[src/design/mbet_pkg.sv]
// Shared types and constants for the escape-time pixel block.
// Used by mbet_mul, mbet_div and mandelbrot_escape_time_pixel.
package mbet_pkg;

    typedef enum logic [1:0] {
        SH_FRAC,
        SH_ONE,
        SH_COLOR,
        SH_RECIP
    } t_mul_shift;

    typedef struct packed {
        logic       start;
        logic       neg;
        t_mul_shift sh;
        logic [63:0] a;
        logic [63:0] b;
    } t_mul_req;

    typedef enum logic [4:0] {
        ST_IDLE,
        ST_CX,
        ST_CX_W,
        ST_CY,
        ST_CY_W,
        ST_SX,
        ST_SX_W,
        ST_SY,
        ST_SY_W,
        ST_P,
        ST_P_W,
        ST_ADIV,
        ST_ADIV_W,
        ST_RED,
        ST_FOLD,
        ST_X2,
        ST_X2_W,
        ST_CDIV,
        ST_CDIV_W,
        ST_AMUL,
        ST_AMUL_W,
        ST_SIN,
        ST_SIN_W,
        ST_DONE
    } t_state;

    localparam logic [2:0] CFG_CENTER_REAL = 3'd0;
    localparam logic [2:0] CFG_CENTER_IMAG = 3'd1;
    localparam logic [2:0] CFG_PIXEL_STEP  = 3'd2;
    localparam logic [2:0] CFG_IMAGE_SIZE  = 3'd3;
    localparam logic [2:0] CFG_MAX_ITER    = 3'd4;

    localparam logic [63:0] PI_Q60 = 64'h3243F6A8885A308D;

    localparam logic [15:0] SINE_DIV [4] = '{16'd72, 16'd42, 16'd20, 16'd6};

endpackage

[src/design/mbet_div.sv]
// Restoring divider, one quotient bit per cycle, for a left-aligned numerator.
// Depends on mbet_pkg.
module mbet_div import mbet_pkg::*; #(
    parameter int NUM_WIDTH = 36
) (
    input  logic                         i_clk,
    input  logic                         i_rst_n,
    input  logic                         i_start,
    input  logic [NUM_WIDTH-1:0]         i_num,
    input  logic [15:0]                  i_den,
    input  logic [$clog2(NUM_WIDTH+1)-1:0] i_bits,
    output logic                         o_done,
    output logic [NUM_WIDTH-1:0]         o_quot
);

    localparam int CW = $clog2(NUM_WIDTH + 1);

    logic                 r_busy;
    logic                 r_done;
    logic [CW-1:0]        r_cnt;
    logic [NUM_WIDTH-1:0] r_num;
    logic [NUM_WIDTH-1:0] r_quo;
    logic [15:0]          r_rem;
    logic [15:0]          r_den;

    logic [16:0] trial;
    logic        ge;

    always_comb begin
        trial = {r_rem, r_num[NUM_WIDTH-1]};
        ge    = trial >= {1'b0, r_den};
    end

    always_ff @(posedge i_clk) begin
        if (!i_rst_n) begin
            r_busy <= 1'b0;
            r_done <= 1'b0;
            r_cnt  <= '0;
        end else begin
            r_done <= 1'b0;
            if (i_start) begin
                r_busy <= 1'b1;
                r_cnt  <= i_bits;
                r_num  <= i_num;
                r_quo  <= '0;
                r_rem  <= '0;
                r_den  <= i_den;
            end else if (r_busy) begin
                r_rem <= ge ? 16'(trial - {1'b0, r_den}) : trial[15:0];
                r_num <= r_num << 1;
                r_quo <= {r_quo[NUM_WIDTH-2:0], ge};
                r_cnt <= r_cnt - CW'(1);
                if (r_cnt == CW'(1)) begin
                    r_busy <= 1'b0;
                    r_done <= 1'b1;
                end
            end
        end
    end

    assign o_done = r_done;
    assign o_quot = r_quo;

endmodule

[config.mk]
export PLATFORM = sky130hd
export DESIGN_NAME = mbet_div
export DESIGN_NICKNAME = d
export VERILOG_FILES = /design/src/design/mbet_pkg.sv /design/src/design/mbet_div.sv
export SDC_FILE = /design/constraint.sdc
export NUM_CORES = 1
export LEC_CHECK = 0
export ABC_CLOCK_PERIOD_IN_PS = 3800
export BUFFER_PORTS_ARGS = -buffer_cell sky130_fd_sc_hd__buf_2
export CORE_ASPECT_RATIO = 1.4
export CORE_UTILIZATION = 56
export CTS_CLUSTER_DIAMETER = 200
export DETAILED_ROUTE_END_ITERATION = 16
export GPL_TIMING_DRIVEN = 0
export PLACE_DENSITY = 0.89
export SLEW_MARGIN = 20
export SYNTH_ARGS = -nofsm -noshare
export SYNTH_HDL_FRONTEND = slang
export SYNTH_SLANG_ARGS = --single-unit
[constraint.sdc]
create_clock -name i_clk -period 3.8 [get_ports i_clk]
set_input_delay 0.38 -clock i_clk [delete_from_list [all_inputs] [get_ports i_clk]]
set_output_delay 0.38 -clock i_clk [all_outputs]
set_load 0.01 [all_outputs]
# Word-level counts from Yosys, hierarchy flattened
# Cells that the tools add are included.
[word_totals] wordCells=28 ff_bits=112 inputBits=61 output_inout_bits=37
[classes] muxes=11 n_lt_le_gt_ge=1 n_eq_ne=1 n_reduce_logical=4 addsub=2 n_bitwise=2
[op_table] operator="$mux 36" count=3
[op_table] operator="$mux 16" count=2
[op_table] operator="$ge 17x16->1" count=1
[op_table] operator="$sub 16x16->16" count=1
[op_table] operator="$mux 6" count=2
[op_table] operator="$eq 6x1->1 const B" count=1
[op_table] operator="$sub 6x1->6 const B" count=1
[op_table] operator="$mux 1" count=4
[op_table] operator="$reduce_and 2->1" count=2
[op_table] operator="$reduce_or 3->1" count=1
[op_table] operator="$not 1->1" count=2
[op_table] operator="$reduce_bool 2->1" count=1

# Longest topological paths before layout
[depth] word_depth=4 ltp_mapped=10 depth_no_buf=9

# Least setup slack after synthesis
# No wires, ideal clock.
[synth_path] kind="input-to-reg" start="input port i_start" end="register r_quo[0] (netlist: o_quot[0]), enable pin" stages=2 slack_ns=0.649 required_ns=3.346 setup_time_ns=0.454 n_path_buf=1 arrival_time_ns=2.697 path_cell_list="clkbuf_1 > o21a_1"
[synth_via] elab_chain_len=2
[synth_lines] item="from (decl)" line="mbet_div.sv:8" rtl="input logic i_start,"
[synth_lines] item="$reduce_bool 2->1 (no line)"
[synth_lines] item="$reduce_and 2->1 (no line)"
[synth_lines] item="to (signal assigned)" line="mbet_div.sv:51" rtl="r_quo <= {r_quo[NUM_WIDTH-2:0], ge};"
[synth_lines] item="to (decl)" line="mbet_div.sv:22" rtl="logic [NUM_WIDTH-1:0] r_quo;"
# Every way passes these cells.
# A chain may end at the register's enable or synchronous reset.

# Final worst setup path
[layout_path] start="register r_rem[3]" end="register r_rem[11], data pin"
[layout_via] elab_chain_len=3 elab_cells_between_ends=4 cone_classes="add/sub: 1; order compare: 1; mux: 2"
[layout_lines] item="from (decl)" line="mbet_div.sv:23" rtl="logic [15:0] r_rem;"
[layout_lines] item="from (signal assigned)" line="mbet_div.sv:49" rtl="r_rem <= ge ? 16'(trial - {1'b0, r_den}) : trial[15:0];"
[layout_lines] item="$sub 16x16->16 / $ge 17x16->1 (equally long branches)" line="mbet_div.sv:49, mbet_div.sv:31"
[layout_lines] item="$mux 16 (*)" line="mbet_div.sv:49"
[layout_lines] item="$mux 16 (*)" line="mbet_div.sv:48" rtl="end else if (r_busy) begin"
# Every way passes the cells marked *; elsewhere a longest branch is shown, timed or not. The select of a mux whose other input is x is not followed.

==> results.yml <==
placed_design:
  dpl.hpwl_mm: 7.79
  dp_cells: 626
  gp_congestion: 0.882
  dp_slack_ns: 1.20
  io_buffers: 97
min_path:
  min_to: "r_den[4]$_DFFE_PP_"
  worstHoldPathCells: 1
  min_from: "i_den[4]"
  holdCritPathClass: "primary input to register"
yosys:
  avgSynthCellArea_um2: 13.1
  synthSimpleGateAreaFrac_pct: 12.8
  synth_area_um2: 5460
  synth.yosys.warnings: 0
  synthXorXnorAreaFrac_pct: 1.77
  synth_seq_area_share_pct: 60.2
  syn_nets: 498
  synth_edf_count: 104
  synthAdderAreaFrac_pct: 4.50
  synth_top_family_by_area: "simple AND/OR/NAND/NOR gates"
  synth.ff_latch_count: 112
  yosysUniqueCellTypes: 60
  async_flop_share_pct: 0
  postSynthCellCount: 418
  ys.flop_type: "edfxtp_1"
  synth_compound_area_share_pct: 10.2
  synth.mux.area_fraction_pct: 7.59
drt:
  vias: 3749
  top_layer: "met4"
  wl_met1_mm: 4.49
  antenna_left: 0
  vias_per_cell: 5.84
  wl_per_cell_um: 17.3
  first_pass_iters: 4
  drt-initial-drc-count: 250
  met2WireLength_mm: 5.71
  routed_wl_mm: 11.1
  dr_wl_met3_um: 717
  drc: 0
pwr:
  intPower_w: 0.00218
  combPwrFrac_pct: 17.5
  clkPwrFrac_pct: 33.0
  switching_share_pct: 28.0
  power_density_nw_per_um2: 469
  vdd.ir_drop.worst_mv: 0.293
  p_switching_w: 0.000847
  power_w: 0.00303
  seqPwrFrac_pct: 49.5
  p_leak_nw: 2.55
final_layout:
  fin_cells: 642
  drive_gt1_share_pct: 30.5
  nNetsFinal: 607
  regArea_um2: 3280
  diodes: 0
  fill_cells: 687
  multi_input_area_um2: 2020
  area_growth_pct: 18.1
sta:
  maxSlewHeadroom_pct: 44.3
  tightest_slew_ns: 0.835
  min_period_ns: 2.72
  min_period_over_period_pct: 71.6
  hold_viol: 0
  worst_slack_ns: 1.08
  setup_viol: 0
  setup-tns-final_ns: 0
  slew_violations: 0
  rsz0062_at_grt: "no"
  fin_worst_skew_ns: 0.00614
  fmax_ghz: 0.368
grt:
  antenna_found_initial: 0
  overflow: 0
  grt_max_degree: 56
  grt_util_all_layers_pct: 22.8
  grt_pass1_vias: 3819
  grt_pass1_wl_mm: 18.1
die:
  pin_count: 98
  coreArea_um2: 9460
  num_rows: 42
  die-area_um2: 10100
  die_w_um: 85.4
  die_y_um: 119
  start_util_pct: 57.7
critical_path:
  reg2regPathDepth: 8
  reg2reg_from: "r_rem[3]$_SDFFCE_PP0P_"
  crit_fanout: 9
  r2r_slack_ns: 1.08
  crit_chain: "ha_1 > clkbuf_1 > a21oi_1 > a21boi_0 > o31ai_1 > a21boi_0 > nor3_1 > o32ai_1"
  required_ns: 3.94
  cpPeakStageDelay_ns: 0.47
  end_kind: "register"
  crit_top_cell: "a21boi_0"
  r2r-end: "r_rem[11]$_SDFFCE_PP0P_"
  worstPathArrival_ns: 2.86
  cp_slowest_cell: "a21boi_0"
  critPathLaunchType: "register"
  path_class: "register to register"
clock_tree:
  cts_max_level: 3
  clock-root-buffer: "clkbuf_16"
  numCtsBuffers: 9
  cts.clk_slew.worst_paths_ns: 0.08
  cts_resized: 0
  cts.path.max_buffers: 2
  clkSinkCount: 112
  cts_tree: "done"
  holdBufCountCts: 0
  cts_setup_buffers: 0
  clock_insertion_delay_worst_skew_ns: 0.35
run_status:
  status: "completed"
job:
  max_cap_violations: 0
-- worst max-delay path by stage --
stage,end,start,cells past startpoint,slack (ns)
4_1_cts,r_rem[11]$_SDFFCE_PP0P_,r_rem[9]$_SDFFCE_PP0P_,7,1.18
3_5_place_dp,r_rem[11]$_SDFFCE_PP0P_,r_rem[3]$_SDFFCE_PP0P_,8,1.20
5_1_grt,r_rem[11]$_SDFFCE_PP0P_,r_rem[3]$_SDFFCE_PP0P_,8,0.94
3_3_place_gp,o_quot[27]$_SDFFCE_PP0P_,i_start,3,-0.34
6_report,r_rem[11]$_SDFFCE_PP0P_,r_rem[3]$_SDFFCE_PP0P_,8,1.08
2_1_floorplan,o_quot[0]$_SDFFCE_PP0P_,i_start,2,0.65
-- power groups by stage --
stage | logic, W | registers (W) | clock network, W
after detailed placement | 0.000520 | 0.00152 | 0
final | 0.000528 | 0.00150 | 0.00100
after floorplan | 0.000361 | 0.00153 | 0
after global routing | 0.000582 | 0.00151 | 0.00106
after global placement | 0.000489 | 0.00153 | 0
after CTS | 0.000524 | 0.00150 | 0.00101
-- registers in the layout (all words and copies together) (netlist names) --
register and cells:
r_num 36, r_cnt 6, r_den 16, o_done 1
o_quot 36, r_rem 16, r_busy 1
-- logic make-up after synthesis --
group                      Yosys count
muxes                               37
adders and majority gates           19
and+or+nand+nor                    122
buffers and inverters               41
xor gates and xnor gates            11
DFF                                112
AOI/OAI and AO/OA                   76
-- layout by cell type, fill, tap and decap left out, drive strengths merged, types with 7 or more instances in the layout --
master	netlist	layout
edfxtp	104	104
buf	6	104
nor2b	43	43
mux2	35	35
inv	22	25
clkbuf	13	22
nand2	21	21
ha	18	18
a21oi	17	17
o21ai	13	13
nor2	11	11
nand3	10	10
dfxtp	8	8
and2	7	7
nor3	7	7
xnor2	7	7
-- metrics by stage --
stage	util (%)	area, µm²	hold WS [ns]
after global routing	68.1	6440	0.188
after global placement	64.3	6080	0.529
after CTS	68.1	6440	0.188
after detailed placement	64.6	6110	0.537
final	68.1	6440	0.198
after floorplan	-	5460	0.479
-- routing by layer --
| layer | track usage, % | vias up |
|---|---|---|
| met5 | 0 | - |
| met3 | 6.01 | 18 |
| met2 | 38.8 | 141 |
| li1 | - | 1773 |
| met1 | 27.9 | 1817 |
| met4 | 7.92 | 0 |
-- synthesized netlist by cell type, drive strengths merged, types with 8 or more instances --
library cell | number | area share, %
nor2 | 11 | 0.76
o21ai | 13 | 1.3
nand2 | 21 | 1.5
clkbuf | 13 | 0.89
dfxtp | 8 | 2.9
mux2 | 35 | 7.2
ha | 18 | 4.1
nand3 | 10 | 0.92
nor2b | 43 | 4.9
inv | 22 | 1.5
a21oi | 17 | 1.6
edfxtp | 104 | 57
-- critical path: cells and delay by family (launching register included) --
kind	cells	cell delay, ns
simple gates	1	0.09
compound gates	5	1.44
buf+inv	1	0.29
fa+ha+maj	1	0.29
flops	1	0.40
-- area by class of cell --
| class | instances | share of cell area, % |
|---|---|---|
| timing repair buffer | 98 | 7.96 |
| clock inverter | 7 | 1.63 |
| buffer | 19 | 1.22 |
| clock buffer | 9 | 3.50 |
| sequential | 112 | 51.0 |
| multi-input combinational | 265 | 31.3 |
| inverter | 22 | 1.28 |
| tap | 110 | 2.14 |
(Power assumes the default switching activity.)
