$ cat config.mk
export PLATFORM = sky130hd
export DESIGN_NAME = mbet_mul
export DESIGN_NICKNAME = d
export VERILOG_FILES = /design/src/design/mbet_pkg.sv /design/src/design/mbet_mul.sv
export SDC_FILE = /design/constraint.sdc
export NUM_CORES = 2
export LEC_CHECK = 0
export BUFFER_PORTS_ARGS = -buffer_cell sky130_fd_sc_hd__buf_2
export CAP_MARGIN = 0
export CELL_PAD_IN_SITES_DETAIL_PLACEMENT = 0
export CELL_PAD_IN_SITES_GLOBAL_PLACEMENT = 1
export CORE_MARGIN = 10
export CORE_UTILIZATION = 50
export DETAILED_ROUTE_END_ITERATION = 7
export PLACE_DENSITY_LB_ADDON = 0.1
export SLEW_MARGIN = 30
export SYNTH_ARGS = -nofsm -noshare
export SYNTH_HDL_FRONTEND = slang
export SYNTH_SLANG_ARGS = --single-unit
$ cat constraint.sdc
create_clock -name i_clk -period 12.2 [get_ports i_clk]
set_input_delay 0 -clock i_clk [delete_from_list [all_inputs] [get_ports i_clk]]
set_output_delay 0 -clock i_clk [all_outputs]
set_load 0.05 [all_outputs]
$ cat src/design/mbet_pkg.sv
// Shared types and constants for the escape-time pixel block.
// Used by mbet_mul, mbet_div and mandelbrot_escape_time_pixel.
package mbet_pkg;

    typedef enum logic [1:0] {
        SH_FRAC,
        SH_ONE,
        SH_COLOR,
        SH_RECIP
    } t_mul_shift;

    typedef struct packed {
        logic       start;
        logic       neg;
        t_mul_shift sh;
        logic [63:0] a;
        logic [63:0] b;
    } t_mul_req;

    typedef enum logic [4:0] {
        ST_IDLE,
        ST_CX,
        ST_CX_W,
        ST_CY,
        ST_CY_W,
        ST_SX,
        ST_SX_W,
        ST_SY,
        ST_SY_W,
        ST_P,
        ST_P_W,
        ST_ADIV,
        ST_ADIV_W,
        ST_RED,
        ST_FOLD,
        ST_X2,
        ST_X2_W,
        ST_CDIV,
        ST_CDIV_W,
        ST_AMUL,
        ST_AMUL_W,
        ST_SIN,
        ST_SIN_W,
        ST_DONE
    } t_state;

    localparam logic [2:0] CFG_CENTER_REAL = 3'd0;
    localparam logic [2:0] CFG_CENTER_IMAG = 3'd1;
    localparam logic [2:0] CFG_PIXEL_STEP  = 3'd2;
    localparam logic [2:0] CFG_IMAGE_SIZE  = 3'd3;
    localparam logic [2:0] CFG_MAX_ITER    = 3'd4;

    localparam logic [63:0] PI_Q60 = 64'h3243F6A8885A308D;

    localparam logic [15:0] SINE_DIV [4] = '{16'd72, 16'd42, 16'd20, 16'd6};

endpackage

$ cat src/design/mbet_mul.sv
// Shared magnitude multiplier: 64x64 product from four 32x32 partial products,
// then shift, saturate and sign. Depends on mbet_pkg.
module mbet_mul import mbet_pkg::*; #(
    parameter int WORD_WIDTH      = 64,
    parameter int FRAC_BITS       = 56,
    parameter int COLOR_FRAC_BITS = 16
) (
    input  logic                  i_clk,
    input  logic                  i_rst_n,
    input  t_mul_req              i_req,
    output logic                  o_done,
    output logic [WORD_WIDTH-1:0] o_res
);

    localparam logic [63:0] WMAX_U = 64'((65'd1 << (WORD_WIDTH - 1)) - 65'd1);

    logic                  r_busy;
    logic                  r_done;
    logic [2:0]            r_cnt;
    logic [63:0]           r_a;
    logic [63:0]           r_b;
    logic                  r_neg;
    t_mul_shift            r_sh;
    logic [63:0]           r_prod;
    logic [1:0]            r_off;
    logic [127:0]          r_acc;
    logic [WORD_WIDTH-1:0] r_res;

    logic [31:0]           a_half;
    logic [31:0]           b_half;
    logic [127:0]          shifted;
    logic [127:0]          lim;
    logic [127:0]          sat;
    logic [WORD_WIDTH-1:0] fin;

    always_comb begin
        a_half = r_cnt[0] ? r_a[63:32] : r_a[31:0];
        b_half = r_cnt[1] ? r_b[63:32] : r_b[31:0];
        case (r_sh)
            SH_FRAC:  shifted = r_acc >> FRAC_BITS;
            SH_ONE:   shifted = r_acc >> 1;
            SH_COLOR: shifted = r_acc >> COLOR_FRAC_BITS;
            SH_RECIP: shifted = r_acc >> (COLOR_FRAC_BITS + 9);
            default:  shifted = r_acc;
        endcase
        lim = r_neg ? 128'(WMAX_U) + 128'd1 : 128'(WMAX_U);
        sat = (shifted > lim) ? lim : shifted;
        fin = r_neg ? -sat[WORD_WIDTH-1:0] : sat[WORD_WIDTH-1:0];
    end

    always_ff @(posedge i_clk) begin
        if (!i_rst_n) begin
            r_busy <= 1'b0;
            r_done <= 1'b0;
            r_cnt  <= 3'd0;
        end else begin
            r_done <= 1'b0;
            if (i_req.start) begin
                r_busy <= 1'b1;
                r_cnt  <= 3'd0;
                r_acc  <= '0;
                r_a    <= i_req.a;
                r_b    <= i_req.b;
                r_neg  <= i_req.neg;
                r_sh   <= i_req.sh;
            end else if (r_busy) begin
                r_cnt <= r_cnt + 3'd1;
                if (r_cnt < 3'd4) begin
                    r_prod <= 64'(a_half) * 64'(b_half);
                    r_off  <= {1'b0, r_cnt[0]} + {1'b0, r_cnt[1]};
                end
                if (r_cnt >= 3'd1 && r_cnt <= 3'd4) begin
                    r_acc <= r_acc + (128'(r_prod) << {r_off, 5'b0});
                end
                if (r_cnt == 3'd5) begin
                    r_res  <= fin;
                    r_done <= 1'b1;
                    r_busy <= 1'b0;
                end
            end
        end
    end

    assign o_done = r_done;
    assign o_res  = r_res;

endmodule

After elaboration in Yosys (flattened, before gate mapping). Cells that the tools add are included.

Register bits after elaboration: 394. Output and inout bits: 65. Logic and storage cells: 50.

$add $sub $neg: 4. $mul: 1. Order comparisons: 4. Equality and inequality tests: 4. Shifts and indexed selects: 1. Muxes and demuxes: 12. Bitwise gates (word level): 3. Reductions and logical operators: 10.

Operators by type and width (number): case mux 128 bit (4 select lines) (1); two-way mux 128 bit (2); two-way mux 64 bit (3); adder 128 bit (1); > comparator 128 x 64 -> 1 bit (1); left shift 64 x 7 -> 128 bit (1); multiplier 32 x 32 -> 64 bit (1); two-way mux 32 bit (2); negator 64 bit (1); AND reduction 4 bit (2); == test 2 bit, second input constant (2); two-way mux 1 bit (4); nonzero test 2 bit (2); adder 3 x 1 -> 3 bit, second input constant (1); == test 3 bit, second input constant (1); greater-or-equal comparator 3 x 1 -> 1 bit, second input constant (1); less-or-equal comparator 3 bit, second input constant (1); less-than comparator 3 bit, second input constant (1); inverter 1 bit (3); AND reduction 3 bit (1); OR reduction 3 bit (1); adder 1 x 1 -> 2 bit (1); == test 2 x 1 -> 1 bit, second input constant (1); zero test 2 bit (1); 3 further kinds (3).

Logic depth before layout (Yosys ltp).
Depth in word-level cells: 6. Mapped depth: 33.

Least setup slack after synthesis. No wires, ideal clock.

Kind: register -> register. Start: register r_cnt[0]. End: register r_prod[62], data pin. Data arrival time: 9.158 ns. Path slack: 2.784 ns. Cell stages (with the launch flop): 34. Path buffers: 4. Clock period less this slack: 9.416 ns. Cell sequence: dfxtp_1 > clkbuf_1 > buf_1 > buf_1 > mux2i_1 > clkbuf_1 > nor2_1 > fa_1 > inv_1 > fa_1 > inv_1 > fa_1 > inv_1 > fa_1 > inv_1 > fa_1 > fa_1 > fa_1 > inv_1 > fa_1 > inv_1 > ha_1 > and3_1 > nand4_1 > or4_1 > a311oi_1 > o21ai_0 > o31ai_1 > a221oi_1 > o311a_1 > nor2_1 > a41o_1 > a21oi_1 > xnor2_1.

Cells in the longest elaborated chain, start to end: 2.

RTL lines: start: declaration (RTL line mbet_mul.sv:19) `logic [2:0] r_cnt;`; start signal: assignment (RTL line mbet_mul.sv:67) `r_cnt <= r_cnt + 3'd1;`; two-way mux 32 bit (RTL line mbet_mul.sv:37) `a_half = r_cnt[0] ? r_a[63:32] : r_a[31:0];`; multiplier 32 x 32 -> 64 bit (RTL line mbet_mul.sv:69) `r_prod <= 64'(a_half) * 64'(b_half);`; end signal: assignment (RTL line mbet_mul.sv:69); end: declaration (RTL line mbet_mul.sv:24) `logic [63:0] r_prod;`.

No other way between the ends. A chain may end at the register's enable or synchronous reset.

Worst setup path after layout.
Start: register r_cnt[1]. End: register r_prod[62], data pin.

Cells in the longest elaborated chain, start to end: 2.

RTL lines: two-way mux 32 bit (RTL line mbet_mul.sv:38) `b_half = r_cnt[1] ? r_b[63:32] : r_b[31:0];`; multiplier 32 x 32 -> 64 bit (RTL line mbet_mul.sv:69).

No other way between the ends.

==> metrics.md <==
| Metric | Value |
|---|---|
| Status | `finished clean` |
| Via/cell ratio | `roughly 5.9` |
| DR DRC count | `0` |
| Critical path class | `reg -> reg` |
| Row count | `around 130` |
| Worst rel slew slack | `0.295` |
| Worst hold start | `i_req[131]` |
| Post-Syn Nets | `between 7000 and 8000` |
| Clk sinks | `about 390` |
| Critical Path Stages | `28` |
| Vias in the first global route | `roughly 50000` |
| Register area share after synthesis | `0.197` |
| Netlist cell types | `between 80 and 90` |
| Clock buffer depth | `3` |
| Root buffer cell | `clkbuf_16` |
| Worst reg2reg endpoint | `r_prod[62]` |
| Clock skew | `0.0251 ns` |
| Worst Hold End | `r_acc[91]` |
| Reg-to-reg setup timing slack | `1.39 ns` |
| Slack of the critical path | `about 1.4 ns` |
| Slew @ Worst Pin | `slightly above 1 ns` |
| Critical-path maximum fanout | `42` |
| Syn Inst Count | `6364` |
| Routed Antenna Nets | `0` |
| Starting Density | `0.505` |
| Gr ovfl total | `0` |
| First-pass GRT wire length | `about 330000 um` |
| Routed WL | `222000 um` |
| Via count | `48551` |
| Min-delay worst type | `in -> reg` |
| Post-CTS Setup Inserts | `0` |
| Max-slew violation count | `0` |
| Largest net degree at the start of global routing | `74` |
| Async S/R FF share, synth | `0` |
| I/O pins | `199` |
| Final setup fails | `0` |
| HPWL Detailed | `about 180000 um` |
| Crit path time final | `approximately 11 ns` |
| Synthesized area per cell | `roughly 9.4 um^2` |
| EDFF count, synth | `a little under 400` |
| Worst setup EP type | `flip-flop` |
| XOR/XNOR Fraction of Synth Area | `0.0265` |
| #FFs+latches synth | `roughly 400` |
| Slowest stage delay, CP | `around 0.9 ns` |
| Hold depth | `2` |
| RSZ-0062 raised after global routing | `false` |
| Top cells by area, synth | `fa_1 (30%), edfxtp_1 (20%), ha_1 (9.6%)` |
| Mapped cell area | `about 0.06 mm^2` |
| Synth top area share | `0.300` |
| CTS clk-pin slew, worst paths | `about 0.060 ns` |
| Peak Freq | `~93 MHz` |
| Worst Reg-to-Reg Cells | `28` |
| Most used cell, CP | `fa_1` |
| Pre-CTS WS | `between 1 and 1.5 ns` |
| Layout cells sized above 1 | `0.0942` |
| GRT Overall Usage | `0.326` |
| First-pass detailed-route iteration total | `8` |
| Area grow syn2layout | `10.4%` |
| Worst Path Required | `around 13 ns` |
| Mux cell area share after synthesis | `0.0542` |
| Max-Cap Viols | `0` |
| Setup TNS | `0 ns` |
| Initial antenna violation count | `3` |
| Largest family of logic cells by synthesized area | `adder cells` |
| Worst endpoint data arrival time | `between 10 and 15 ns` |
| Die Y | `366 um` |
| Synth area leader | `fa_1` |
| Post-synthesis compound-gate area fraction | `0.101` |
| Number of port buffers | `slightly below 200` |
| Gpl congestion | `~1.0` |
| CTS Buf Count | `48` |
| H-tree level count | `2` |
| Synth warn | `0` |
| CP delay by family, top | `adder cells` |
| Worst r2r src | `r_cnt[1]` |
| Final Cycle Share | `0.886` |
| Worst path bufs/invs | `5` |
| Hold Fails Final Rpt | `0` |
| Setup crit start kind | `flip-flop` |
| CTS tree | `built` |
| DR WL/cell | `roughly 27 um` |
| Simple-gate portion of the synthesized area | `0.147` |
| Core area | `roughly 0.12 mm^2` |
| Adder-cell share of the synthesized area | `0.396` |
| Die area | `roughly 0.13 mm^2` |
| Die X-Extent | `approximately 370 um` |
| Iter 0 DRT Violations | `around 4400` |
| Top FF cell, synth | `edfxtp_1` |
| Nets | `around 8000` |
| Critical Path Slowest Stage Cell | `dfxtp_4` |
| Clock Latency Late Sink | `about 0.67 ns` |
[per-stage QoR]
| step | cells | instance area [um^2] | hold slack, ns | utilization |
|---|---|---|---|---|
| after detailed placement | 7972 | 62900 | 0.178 | 0.531 |
| final | 8199 | 66000 | 0.0226 | 0.558 |
| after floorplan | 6364 | 59800 | 0.0989 | - |
| after CTS | 8191 | 65900 | 0.00319 | 0.557 |
| after global placement | 7969 | 62800 | 0.176 | 0.531 |
| after global routing | 8195 | 66000 | 0.0339 | 0.558 |
[cell usage after synthesis (8+ instances only)]
library cell and n:
clkbuf_1 272, edfxtp_1 389, a211oi_1 24, o211ai_1 21, or3_1 27, ha_1 458
a21boi_0 12, mux2_2 64, and2_1 44, nand2_1 614, xor2_1 72, o22ai_1 21
o31a_1 8, nor2_1 956, a21oi_1 285, a221oi_1 13, nor4_1 31, o21a_1 30
mux4_2 64, o21bai_1 48, xnor2_1 109, nand4_1 64, buf_2 9, a31oi_1 42
fa_1 897, mux2i_1 108, nor2b_1 61, or2_2 10, nand2b_1 28, and4_1 8
a41o_1 8, nor3_1 67, o21ai_0 136, inv_1 919, a22o_1 33, or4_1 9
buf_1 23, o31ai_1 20, and3_1 30, nand3_1 59, a211o_1 10, a21o_1 142
[registers in the layout, indices dropped and copies added (netlist names), 2 cells and up]
register,cells
r_cnt,3
r_sh,2
r_prod,64
r_off,2
o_res,64
r_b,64
r_a,64
r_acc,128
[worst max-delay path by stage]
stage	from	to	slack [ns]
after floorplan	r_cnt[0]	r_prod[62]	2.78
after global placement	r_cnt[1]	r_prod[62]	1.29
after detailed placement	r_cnt[0]	r_prod[62]	1.45
after CTS	r_cnt[0]	r_prod[62]	1.45
after global routing	r_cnt[1]	r_prod[62]	0.90
final	r_cnt[1]	r_prod[62]	1.39
[what timing repair did]
item                                   CTS  global route
gates resized for setup                  0             0
hold buffers                           132             0
endpoints found under the hold margin  143             0
setup endpoints to repair                0             0
[layer usage]
layer | track usage | share of wire | vias up
met3 | 0.0768 | 0.097 | 579
met2 | 0.511 | 0.44 | 2452
met5 | 0 | 0.00012 | -
met1 | 0.415 | 0.39 | 24147
li1 | - | - | 21369
met4 | 0.183 | 0.072 | 4
[placed cells by master (no fill, tap or decap), types with 51 or more instances in the layout]
master / synthesis / layout
ha_1: 458 / 458
xor2_1: 72 / 72
mux2i_1: 108 / 51
fa_1: 897 / 897
nand2_1: 614 / 614
a21oi_1: 285 / 285
buf_4: 1 / 113
a21o_1: 142 / 142
xnor2_1: 109 / 109
inv_1: 919 / 919
mux2_2: 64 / 64
nand4_1: 64 / 64
o21ai_0: 136 / 136
nand3_1: 59 / 58
nor2_1: 956 / 953
edfxtp_1: 389 / 389
nor3_1: 67 / 66
dlygate4sd3_1: 0 / 132
buf_2: 9 / 197
mux4_2: 64 / 64
nor2b_1: 61 / 58
[cell type report]
cell class	instances	area (um^2)
Tap cell	1600	2000
Inverter	920	3450
Multi-Input combinational cell	4741	43700
Timing Repair Buffer	453	3360
Clock inverter	25	373
Clock buffer	62	1320
Antenna cell	4	10.0
Fill cell	10774	52400
Sequential cell	394	11800
[logic make-up after synthesis]
kind of cell | Yosys count
AO/OA/AOI/OAI | 930
buffers and inverters | 1229
flip-flops | 394
adder cells (fa/ha/maj) | 1355
multiplexers | 236
AND/OR/NAND/NOR | 2039
XOR/XNOR | 181
Power is left out: the tool's default activity adds up to more than one toggle a clock period on the data nets, which glitch-free logic cannot reach.
